--- src/bvt_pkg.sv ---
// Shared types for the bounded vector table: command and result beats,
// controller states, and the command/status bundles between control and datapath.
// No dependencies.
package bvt_pkg;

   // Command codes carried in the action field
   typedef enum logic [2:0] {
      ACT_PUSH   = 3'd0,
      ACT_POP    = 3'd1,
      ACT_TOP    = 3'd2,
      ACT_GET    = 3'd3,
      ACT_INSERT = 3'd4,
      ACT_ERASE  = 3'd5,
      ACT_CLEAR  = 3'd6
   } action_type;

   // Result status codes
   typedef enum logic [1:0] {
      ST_OK    = 2'd0,
      ST_RANGE = 2'd1,
      ST_FULL  = 2'd2
   } status_type;

   // Input beat
   typedef struct packed {
      logic [2:0]  action;
      logic [7:0]  pos_first;
      logic [7:0]  pos_second;
      logic [8:0]  copies;
      logic [31:0] word_in;
   } req_type;

   // Result beat
   typedef struct packed {
      logic [31:0] word_out;
      logic [1:0]  status;
      logic [8:0]  fill_count;
   } rsp_type;

   // Controller states
   typedef enum logic [2:0] {
      S_IDLE,
      S_CHECK,
      S_READ,
      S_UP,
      S_DOWN,
      S_FILL,
      S_FINISH
   } state_type;

   // Fill count updates
   typedef enum logic [2:0] {
      CNT_HOLD,
      CNT_INC,
      CNT_DEC,
      CNT_ADD,
      CNT_SUB,
      CNT_CLR
   } count_op_type;

   // Controller to datapath
   typedef struct packed {
      logic         load_req;
      logic         eval_latch;
      logic         push_write;
      logic         rd_issue;
      logic         word_capture;
      logic         up_start;
      logic         dn_start;
      logic         fill_start;
      logic         move_step;
      logic         fill_step;
      logic         rsp_load;
      count_op_type count_op;
   } cmd_type;

   // Datapath to controller
   typedef struct packed {
      logic       ok;
      logic [2:0] action;
      logic       copies_zero;
      logic       up_empty;
      logic       dn_empty;
      logic       move_done;
      logic       left_zero;
      logic       rsp_free;
   } stat_type;

endpackage

--- src/bvt_ctrl.sv ---
// Sequencer for the bounded vector table: walks each command through check,
// read, shift and fill phases. Depends on bvt_pkg.
module bvt_ctrl
   import bvt_pkg::*;
(
   input  logic     clock,
   input  logic     reset,
   input  logic     req_valid,
   output logic     req_stall,
   input  stat_type stat,
   output cmd_type  cmd
);

   state_type state_ff;
   state_type state_in;

   // State register
   always_ff @(posedge clock) begin
      if (reset) begin
         state_ff <= S_IDLE;
      end else begin
         state_ff <= state_in;
      end
   end

   // Next state and commands
   always_comb begin
      state_in = state_ff;
      cmd      = '0;
      cmd.count_op = CNT_HOLD;
      req_stall = (state_ff != S_IDLE);

      unique case (state_ff)
         S_IDLE: begin
            if (req_valid) begin
               cmd.load_req = 1'b1;
               state_in     = S_CHECK;
            end
         end

         S_CHECK: begin
            cmd.eval_latch = 1'b1;
            state_in       = S_FINISH;
            if (stat.ok) begin
               case (stat.action)
                  ACT_PUSH: begin
                     cmd.push_write = 1'b1;
                     cmd.count_op   = CNT_INC;
                  end
                  ACT_POP: begin
                     cmd.rd_issue = 1'b1;
                     cmd.count_op = CNT_DEC;
                     state_in     = S_READ;
                  end
                  ACT_TOP, ACT_GET: begin
                     cmd.rd_issue = 1'b1;
                     state_in     = S_READ;
                  end
                  ACT_INSERT: begin
                     if (!stat.copies_zero) begin
                        if (stat.up_empty) begin
                           cmd.fill_start = 1'b1;
                           state_in       = S_FILL;
                        end else begin
                           cmd.up_start = 1'b1;
                           state_in     = S_UP;
                        end
                     end
                  end
                  ACT_ERASE: begin
                     if (stat.dn_empty) begin
                        cmd.count_op = CNT_SUB;
                     end else begin
                        cmd.dn_start = 1'b1;
                        state_in     = S_DOWN;
                     end
                  end
                  ACT_CLEAR: begin
                     cmd.count_op = CNT_CLR;
                  end
                  default: begin
                  end
               endcase
            end
         end

         S_READ: begin
            cmd.word_capture = 1'b1;
            state_in         = S_FINISH;
         end

         // Tail moves up by the copy count, then the gap is filled
         S_UP: begin
            if (stat.move_done) begin
               cmd.fill_start = 1'b1;
               state_in       = S_FILL;
            end else begin
               cmd.move_step = 1'b1;
            end
         end

         // Tail moves down over the erased span
         S_DOWN: begin
            if (stat.move_done) begin
               cmd.count_op = CNT_SUB;
               state_in     = S_FINISH;
            end else begin
               cmd.move_step = 1'b1;
            end
         end

         S_FILL: begin
            if (stat.left_zero) begin
               cmd.count_op = CNT_ADD;
               state_in     = S_FINISH;
            end else begin
               cmd.fill_step = 1'b1;
            end
         end

         // Hand the result to the output register once it is free
         S_FINISH: begin
            if (stat.rsp_free) begin
               cmd.rsp_load = 1'b1;
               state_in     = S_IDLE;
            end
         end

         default: begin
            state_in = S_IDLE;
         end
      endcase
   end

endmodule

--- config.mk ---
export PLATFORM = sky130hd
export DESIGN_NAME = bvt_ctrl
export DESIGN_NICKNAME = d
export VERILOG_FILES = /design/src/bvt_pkg.sv /design/src/bvt_ctrl.sv
export SDC_FILE = /design/constraint.sdc
export NUM_CORES = 1
export LEC_CHECK = 0
export BUFFER_PORTS_ARGS = -buffer_cell sky130_fd_sc_hd__buf_2
export CORE_AREA = 2 2 39 41
export CTS_BUF_LIST = sky130_fd_sc_hd__clkbuf_4
export CTS_CLUSTER_DIAMETER = 40
export DETAILED_ROUTE_END_ITERATION = 8
export DIE_AREA = 0 0 41 43
export SETUP_SLACK_MARGIN = 0.2
export SYNTH_ARGS = -nofsm -noshare
export SYNTH_HDL_FRONTEND = slang
export SYNTH_SLANG_ARGS = --single-unit
--- constraint.sdc ---
create_clock -name clock -period 1.65 [get_ports clock]
set_input_delay 0 -clock clock [delete_from_list [all_inputs] [get_ports clock]]
set_output_delay 0 -clock clock [all_outputs]
set_load 0.005 [all_outputs]
Word-level counts from Yosys, hierarchy flattened
Index checks and enable logic that the tools add are counted.
W data, S select, Z words.
{ "op_classes": {"reduce_logical": 6, "eq_ne": 17, "muxes": 42} }
{ "ops": {"columns": ["cell", "n"], "rows": [
  ["$mux W3", 13],
  ["$pmux W3 S7", 1],
  ["$mux W1", 20],
  ["$eq A3 B3 Y1 const B", 6],
  ["$pmux W3 S3", 2],
  ["$eq A3 B2 Y1 const B", 4],
  ["$pmux W3 S4", 1],
  ["$ne A2 B2 Y1 const B", 5],
  ["$mux W2", 4],
  ["$eq A3 B1 Y1 const B", 2],
  ["$logic_not A3 Y1", 2],
  ["$reduce_and A5 Y1", 1],
  ["$reduce_bool A3 Y1", 1],
  ["$reduce_or A3 Y1", 1],
  ["$pmux W1 S2", 1],
  ["$reduce_or A2 Y1", 1]
]} }
{ "word_totals": {"wordCells": 66, "out_inout_bits": 15, "reg_bits": 3} }

Depth between registers and ports, before layout
Gate-level depths: netlist (run 1).
{ "logic_depth": {"ltp_word": 5, "ltp_mapped": 6, "mapped_depth_nobuf": 6} }

Least setup slack after synthesis (run 1)
Ideal clock, no wire load.
{ "synth_path": {"path_kind": "reg2out", "startpoint": "reg state_ff[1]", "endpoint": "out cmd[2] (netlist name)", "path_stages_with_launch": 7, "slack_ps": 320, "required_time_ps": 1650, "arrival_time_ps": 1330, "n_path_buf": 0, "path_cell_list": "dfxtp_1 and2b_2 nand2_4 clkinv_4 nand2_2 or4_1 o21ai_1"} }
{ "synth_rtl": {"columns": ["element", "line", "source"], "rows": [
  ["start, declared", "bvt_ctrl.sv:14", "state_type state_ff;"],
  ["start signal, assigned", "bvt_ctrl.sv:22", "state_ff <= state_in;"],
  ["end, declared", "bvt_ctrl.sv:11", "output cmd_type cmd"]
]} }

==> results.toml, run 1 <==
[timing]
setup_tns_ps = 0
setup_viol = 0
final-hold-violation-count = 0
fin_skew_ps = 1.234
clock.fmax_mhz = 609.1
hold_slack_ps = 114.7
rsz0062_at_grt = "true"
worst_slack_ps = 8.136
slew_headroom = 0.8499
tightestPinTransition_ps = 224.1
min_period_ps = 1642
report.final.slew_viol_count = 0
period_share = 0.9951

[worst_setup_path]
critical_path_class = "flip-flop to output port"
crit_path_start_kind = "flip-flop"
worstPathRequired_ps = 1650
worstPathMaxFanout = 2
startpoint = "state_ff[1]$_SDFFE_PP0P_"
cp-end-kind = "output port"
timing.rr.start = "state_ff[1]$_SDFFE_PP0P_"
r2r_end = "state_ff[1]$_SDFFE_PP0P_"
r2r_setup_slack_ps = 440
worstSetupEndpoint = "cmd[2]"
arrival_ps = 1640
r2r_cells = 7

[final_layout]
largest_reg_flops = 3
top_regs = "state_ff: 3 flops"
final_common_cell = "buf_2"
diodes = 0
areaGrowthSynthToFinish_pct = 60.80
final_nets = 119
top_register = "state_ff"
final_area_um2 = 708.2
most-common-layout-cells = "buf_2 (27), nor2_1 (9), buf_4 (8), nand2_1 (6)"
drive_gt1_frac = 0.4476

[pwr]
swShare = 0.4331
intPower_w = 0.0005646
power_frac_seq = 0.128
power_density_mw_per_mm2 = 1406
power.leakage_nw = 0.3641
ir_drop_v = 0.0004928
comb_power_share = 0.726
pwr-share-clk = 0.146
power.net_switching_w = 0.0004313

[clock_network]
cts_buffer_depth = 2
path_clk_slew_ps = 30
cts_sinks = 3
clkLatencyLatePin_ps = 230
cts_tree = "yes"
clockRootBuffer = "clkbuf_4"
htreeDepth = 1
numCtsBuffers = 3

[place]
dp_hpwl_um = 973.8
place_ws_ps = 197.5
placed_area_um2 = 603.1
port_buffers = 27
gp_congestion = 0.7713

[floorplan]
fp-row-count = 14
core_area_mm2 = 0.001384
io_pins = 28
start_util = 0.3183
fp.dieW_um = 41
die_h_um = 43
die_area_mm2 = 0.001763

[logic_synthesis]
synthesis.area_um2 = 440.4
yosys.area_share.simple = 0.4347
synth-xor-area-share = 0.01989
ys_seq_elements = 3
synthAdderAreaFrac = 0
synth.avg_cell_area_um2 = 6.477
synth_warnings = 0
synth-compound-area-share = 0.2528
synth.area.mux_share = 0.06818
synth.distinct_cells = 32
yosysSeqAreaShare = 0.1364
synth_top_family_by_area = "simple AND/OR/NAND/NOR gates"
syn-num-nets = 81
syn_inst = 68

[status]
status = "finished, final reports clean"

[detailed_routing]
postRouteAntennaNets = 0
drc = 0
vias_per_cell = 5.231
firstDrtPassIters = 4
vias = 633
routed_wl_mm = 1.414
drt_iter0_markers = 10
wire_per_inst_um = 11.69

[grt]
grt_pass1_vias = 473
grt_max_degree = 15
overflow = 0
grt_pass1_wl_mm = 2.083
antenna_found_initial = 0
track_usage = 0.1660

[job]
max-cap-violations = 0

[hold_path]
hp-class = "input pin to flip-flop"
## layer usage
layer  wire length [um]  part of all wire  GRT usage  up-vias
li1                   -                 -          -      320
met1                654              0.46     0.2444      294
met2                688              0.49     0.2406       19
met3                 70             0.050    0.03141        0
met4                  0                 0    0.04000        0
met5                  0                 0          0        -
## stage by stage
stage	power (W)	utilization	std cells
after floorplan	0.0005260	-	68
after global placement	0.0007291	0.4358	110
after detailed placement	0.0007367	0.4358	110
after CTS	0.0009345	0.4810	118
after global routing	0.001104	0.5118	121
final	0.0009959	0.5118	121
## cells by family after synthesis
group                  Yosys count
AO/OA/AOI/OAI                   17
buffers and inverters            9
AND/OR/NAND/NOR                 35
multiplexers                     3
XOR/XNOR                         1
flip-flops                       3
## synth_stat cells, drive strengths merged
| cell type | number | share of area |
|---|---|---|
| o211ai | 2 | 0.034 |
| a211oi | 2 | 0.034 |
| mux2i | 3 | 0.068 |
| nor3b | 3 | 0.051 |
| nand3 | 1 | 0.011 |
| clkbuf | 4 | 0.034 |
| nor2b | 2 | 0.028 |
| xor2 | 1 | 0.020 |
| o21bai | 1 | 0.017 |
| or4 | 1 | 0.017 |
| inv | 4 | 0.034 |
| and3 | 1 | 0.014 |
| nor4 | 1 | 0.014 |
| and2b | 1 | 0.020 |
| or3 | 2 | 0.028 |
| a21oi | 4 | 0.045 |
| nor3 | 2 | 0.023 |
| o21ai | 4 | 0.045 |
| nand4 | 1 | 0.014 |
| o32ai | 1 | 0.020 |
| clkinv | 1 | 0.020 |
| nand2 | 8 | 0.091 |
| o31ai | 1 | 0.017 |
| dfxtp | 3 | 0.14 |
| a31oi | 1 | 0.014 |
| nand2b | 2 | 0.028 |
| nand3b | 1 | 0.017 |
| nor2 | 9 | 0.077 |
| o221a | 1 | 0.026 |
## power by group through the flow
| stage | Sequential (W) | Clock, W | Combinational (W) |
|---|---|---|---|
| CTS | 0.000125 | 0.000147 | 0.000662 |
| global route | 0.000132 | 0.000157 | 0.000815 |
| global placement | 0.000122 | 0 | 0.000607 |
| floorplan | 0.000144 | 0 | 0.000382 |
| detailed placement | 0.000125 | 0 | 0.000612 |
| finish | 0.000127 | 0.000145 | 0.000723 |
## final cells by class
class                   instances  area (um^2)
well taps                      16        20.02
multi-input cells              56        356.6
flip-flops and latches          3        61.31
fillers                       141        675.6
repair buffers                 37        216.5
clock buffers                   4        30.03
inverters                       5        23.77
## how the worst min path moves through the flow
| stage | start | endpoint | slack (ps) | depth (start not counted) |
|---|---|---|---|---|
| 3_3_place_gp | reset | state_ff[1]$_SDFFE_PP0P_ | 180 | 2 |
| 3_5_place_dp | reset | state_ff[1]$_SDFFE_PP0P_ | 180 | 2 |
| 5_1_grt | stat[0] | state_ff[2]$_SDFFE_PP0P_ | 140 | 4 |
| 6_report | stat[0] | state_ff[2]$_SDFFE_PP0P_ | 110 | 4 |
| 4_1_cts | stat[0] | state_ff[2]$_SDFFE_PP0P_ | 110 | 4 |
| 2_1_floorplan | stat[2] | cmd[5] | 30 | 1 |
## worst max-delay path: stages, from the launching register on
cell      delay [ps]
dfxtp_2          310
and2b_2          240
nand2_4           60
clkinv_4          50
nand2_4           40
or4_1            500
o21ai_1           80
buf_2            120
## timing repair
action	CTS	global route
pin swaps	1	3
endpoints found under the hold margin	1	0
hold buffers	1	0
endpoints found under the setup margin	1	1
gates resized for setup	0	5
setup buffers	3	3
Note: power is estimated with default switching activity, not from simulation.
==> run 2: changes to the inputs <==
- CELL_PAD_IN_SITES_DETAIL_PLACEMENT: not set -> 0
- CELL_PAD_IN_SITES_GLOBAL_PLACEMENT: not set -> 1
- CORE_AREA: 2 2 39 41 -> not set
- CORE_UTILIZATION: not set -> 27
- DIE_AREA: 0 0 41 43 -> not set
- PLACE_DENSITY_LB_ADDON: not set -> 0.1
==> results.toml, run 2 (synthesized netlist as in run 1, its figures left out) <==
[detailed_routing]
postRouteAntennaNets = 0
vias_per_cell = 5.242
routed_wl_mm = 1.475
drt_iter0_markers = 10
firstDrtPassIters = 4
wire_per_inst_um = 12.29
drc = 0
vias = 629

[place]
gp_congestion = 0.7047
port_buffers = 27
dp_hpwl_um = 982.8
placed_area_um2 = 603.1

[final_layout]
largest_reg_flops = 3
final_nets = 118
final_common_cell = "buf_2"
most-common-layout-cells = "buf_2 (27), nor2_1 (9), buf_4 (7), nand2_1 (6)"
drive_gt1_frac = 0.4327
final_area_um2 = 694.4
multi_input_area_um2 = 350.3
fill_cells = 175
diodes = 0
areaGrowthSynthToFinish_pct = 57.67
regArea_um2 = 61.31
top_register = "state_ff"
top_regs = "state_ff: 3 flops"

[worst_setup_path]
startpoint = "state_ff[1]$_SDFFE_PP0P_"
crit_path_start_kind = "flip-flop"
max_stage_delay_ps = 510
timing.rr.start = "state_ff[1]$_SDFFE_PP0P_"
crit_chain = "and2b_2 -> nand2_4 -> clkinv_4 -> nand2_4 -> or4_4 -> o21ai_1 -> buf_2"
worstPathMaxFanout = 3
arrival_ps = 1650
worstSetupEndpoint = "cmd[2]"
critical_path_class = "flip-flop to output port"
cpMaxStageDelayCell = "or4_4"
cp-end-kind = "output port"
r2r_cells = 6
worst_path_most_repeated_cell = "nand2_4"
r2r_end = "state_ff[0]$_SDFFE_PP0P_"
worstPathRequired_ps = 1650
r2r_setup_slack_ps = 420

[pwr]
power_density_mw_per_mm2 = 1437
power.leakage_nw = 0.3615
power.total_w = 0.0009981
ir_drop_v = 0.0007033

[floorplan]
start_util = 0.2924
die_area_mm2 = 0.001797
die_h_um = 42.39
fp.dieW_um = 42.39
core_area_mm2 = 0.001506
io_pins = 28
fp-row-count = 14

[clock_network]
cts_tree = "yes"
clockRootBuffer = "clkbuf_4"
clkLatencyLatePin_ps = 250
cts_sinks = 3
path_clk_slew_ps = 40
numCtsBuffers = 3
htreeDepth = 1
cts_buffer_depth = 2

[timing]
final-hold-violation-count = 0
clock.fmax_mhz = 605.4
fin_skew_ps = 5.720
worst_slack_ps = -1.848
tightestPinTransition_ps = 254.2
slew_headroom = 0.8289
min_period_ps = 1652
report.final.slew_viol_count = 0
rsz0062_at_grt = "true"
period_share = 1.001
setup_tns_ps = -1.848
setup_viol = 1

[hold_path]
hp-class = "input pin to flip-flop"

[status]
status = "complete, but fails checks"
violations = "setup timing"

[grt]
grt_pass1_vias = 556
grt_pass1_wl_mm = 2.380
track_usage = 0.1771
overflow = 0
grt_max_degree = 15
antenna_found_initial = 0

[job]
max-cap-violations = 0
## run 2: changes by cell type in the layout (fill, tap and decap cells not counted)
cell     before  now
nor3b_2       1    0
or4_1         1    0
nor3_2        1    0
nor3b_1       2    3
or4_4         0    1
nor3_1        1    2
buf_4         8    7
## run 2: power by group
part           switching (W)  internal (W)  leakage [nW]
Combinational       0.000369      0.000340         0.318
Sequential         0.0000182      0.000111        0.0252
Clock              0.0000512      0.000108        0.0184
Total               0.000439      0.000559         0.362
## run 2: layer usage
layer	global-route usage	share of wire	up-vias
li1	-	-	315
met1	0.2277	0.45	291
met2	0.2585	0.49	21
met3	0.06897	0.057	2
met4	0.08125	0.0054	0
met5	0	0	-
## run 2: worst min-delay path by stage
| stage | from | to | slack, ps | depth (start not counted) |
|---|---|---|---|---|
| floorplan | stat[2] | cmd[5] | 30 | 1 |
| global placement | reset | state_ff[1]$_SDFFE_PP0P_ | 180 | 2 |
| detailed placement | reset | state_ff[1]$_SDFFE_PP0P_ | 180 | 2 |
| CTS | stat[0] | state_ff[2]$_SDFFE_PP0P_ | 70 | 4 |
| global route | stat[0] | state_ff[2]$_SDFFE_PP0P_ | 100 | 4 |
| finish | stat[0] | state_ff[2]$_SDFFE_PP0P_ | 80 | 4 |
## run 2: critical path, delay by kind of cell, from the launching register on
kind	cells	cell delay, ps
AND/OR/NAND/NOR	4	850
flip-flops	1	310
AO/OA/AOI/OAI	1	80
buffers and inverters	2	170
## run 2: per-stage QoR
step                      hold slack, ps  utilization  setup slack (ps)  cells
after floorplan                    31.10            -             319.9     68
after global placement             176.9       0.4003             238.3    110
after detailed placement           180.0       0.4003             225.5    110
after CTS                          71.61       0.4419             20.73    118
after global routing               96.41       0.4610            -65.66    120
final                              75.81       0.4610            -1.848    120
## run 2: what timing repair did
action,CTS,global route
buffers inserted,3,2
pin swaps,1,3
setup endpoints to repair,1,1
hold buffers,1,0
resized for setup,0,4
endpoints found under the hold margin,1,0
## run 2: area by class of cell
| type | count | share of cell area |
|---|---|---|
| Multi-Input combinational cell | 56 | 0.5045 |
| Clock buffer | 4 | 0.04324 |
| Tap cell | 16 | 0.02883 |
| Inverter | 5 | 0.03423 |
| Sequential cell | 3 | 0.08829 |
| Timing Repair Buffer | 36 | 0.3009 |
==> run 3: changes to the inputs <==
==> constraint.sdc (replaced) <==
create_clock -name clock -period 1.7 [get_ports clock]
set_input_delay 0 -clock clock [delete_from_list [all_inputs] [get_ports clock]]
set_output_delay 0 -clock clock [all_outputs]
set_load 0.1 [all_outputs]
==> results.toml, run 3 (synthesized netlist as in run 1, its figures left out) <==
[status]
status = "complete, but fails checks"
violations = "setup timing"

[grt]
antenna_found_initial = 0
track_usage = 0.1860
grt_pass1_vias = 594
grt_pass1_wl_mm = 2.532
grt_max_degree = 15
overflow = 0

[detailed_routing]
drt_iter0_markers = 10
vias_per_cell = 5.183
vias = 622
routed_wl_mm = 1.512
drc = 0
firstDrtPassIters = 4
postRouteAntennaNets = 0
wire_per_inst_um = 12.60

[timing]
tightestPinTransition_ps = 483.5
period_share = 1.020
worst_slack_ps = -34.66
fin_skew_ps = 0.8379
rsz0062_at_grt = "true"
report.final.slew_viol_count = 0
slew_headroom = 0.6799
final-hold-violation-count = 0
min_period_ps = 1735
setup_viol = 1
clock.fmax_mhz = 576.5

[final_layout]
diodes = 0
drive_gt1_frac = 0.5673
utilization = 0.6844
most-common-layout-cells = "buf_2 (13), buf_12 (13), buf_4 (7), nor2_1 (5), nand2_1 (5)"
largest_reg_flops = 3
top_regs = "state_ff: 3 flops"
final_nets = 118
top_register = "state_ff"
areaGrowthSynthToFinish_pct = 134.1

[worst_setup_path]
cp-end-kind = "output port"
cpMaxStageDelayCell = "or4_4"
crit_chain = "and2b_2 -> nand2_4 -> clkinv_8 -> nand2_8 -> or4_4 -> o21ai_4 -> buf_12"
worstPathMaxFanout = 2
worstPathRequired_ps = 1700
max_stage_delay_ps = 520
critical_path_class = "flip-flop to output port"
arrival_ps = 1730
crit_path_start_kind = "flip-flop"

[clock_network]
numCtsBuffers = 3
cts_buffer_depth = 2
clockRootBuffer = "clkbuf_4"
cts_sinks = 3
path_clk_slew_ps = 40
htreeDepth = 1
clkLatencyLatePin_ps = 230
cts_tree = "yes"

[job]
max-cap-violations = 0

[pwr]
power.total_w = 0.002006
ir_drop_v = 0.001115
power_density_mw_per_mm2 = 1945
power.leakage_nw = 0.4317

[floorplan]
die_h_um = 42.39
start_util = 0.2924
io_pins = 28
die_area_mm2 = 0.001797
core_area_mm2 = 0.001506
fp-row-count = 14
fp.dieW_um = 42.39

[place]
dp_hpwl_mm = 1.152
port_buffers = 27
gp_congestion = 0.7864

[hold_path]
hp-class = "input pin to flip-flop"
## run 3: cell type report
| cell class | instances | area [um^2] |
|---|---|---|
| clock buffers | 4 | 30.03 |
| fillers | 132 | 475.5 |
| inverters | 5 | 31.28 |
| multi-input cells | 56 | 474.2 |
| flip-flops and latches | 3 | 61.31 |
| well taps | 16 | 20.02 |
| repair buffers | 36 | 414.1 |
## run 3: routing by layer
| layer | vias up | GRT usage | share of wire | wire [um] |
|---|---|---|---|---|
| met1 | 287 | 0.2487 | 0.46 | 697 |
| met2 | 16 | 0.2892 | 0.49 | 736 |
| met3 | 2 | 0.06466 | 0.045 | 68 |
| met5 | - | 0 | 0 | 0 |
| li1 | 317 | - | - | - |
| met4 | 0 | 0.03750 | 0.0053 | 8 |
## run 3: worst paths after layout
check                                start                  endpoint  slack, ps  depth (start not counted)
hold / removal                     stat[0]  state_ff[2]$_SDFFE_PP0P_         90                          4
setup / recovery  state_ff[1]$_SDFFE_PP0P_                    cmd[2]        -30                          7
setup reg to reg  state_ff[1]$_SDFFE_PP0P_  state_ff[1]$_SDFFE_PP0P_        460                          7
hold reg to reg   state_ff[2]$_SDFFE_PP0P_  state_ff[2]$_SDFFE_PP0P_        590                          2
## run 3: repair_timing
action                                  in CTS  in global routing
pin swaps                                    4                  2
endpoints found under the hold margin        1                  0
gates cloned                                 0                  0
endpoints found under the setup margin       5                  7
buffers inserted                             4                  1
gates resized for setup                      3                  4
hold buffers                                 1                  0
## run 3: through the flow
stage	TNS, ps	area [um^2]	hold WS (ps)	instances	setup WS (ps)
2_1_floorplan	-731.6	569.3	61.65	68	-211.2
3_3_place_gp	0	923.4	170.2	110	87.81
3_5_place_dp	0	923.4	171.5	110	65.58
4_1_cts	-55.95	1003	90.67	119	-55.95
5_1_grt	-83.79	1031	126.3	120	-83.79
6_report	-34.66	1031	88.72	120	-34.66
## run 3: power breakdown
group	switching [W]	leakage, nW	total, W	internal, W
sequential	0.0000162	0.0252	0.000124	0.000108
combinational	0.00114	0.388	0.00174	0.000605
clock	0.0000349	0.0184	0.000139	0.000104
## run 3: critical path, delay by kind of cell (launching register included)
family / cells / cell delay, ps
AOI/OAI and AO/OA: 1 / 80
and+or+nand+nor: 4 / 880
DFF: 1 / 310
buffers and inverters: 2 / 250
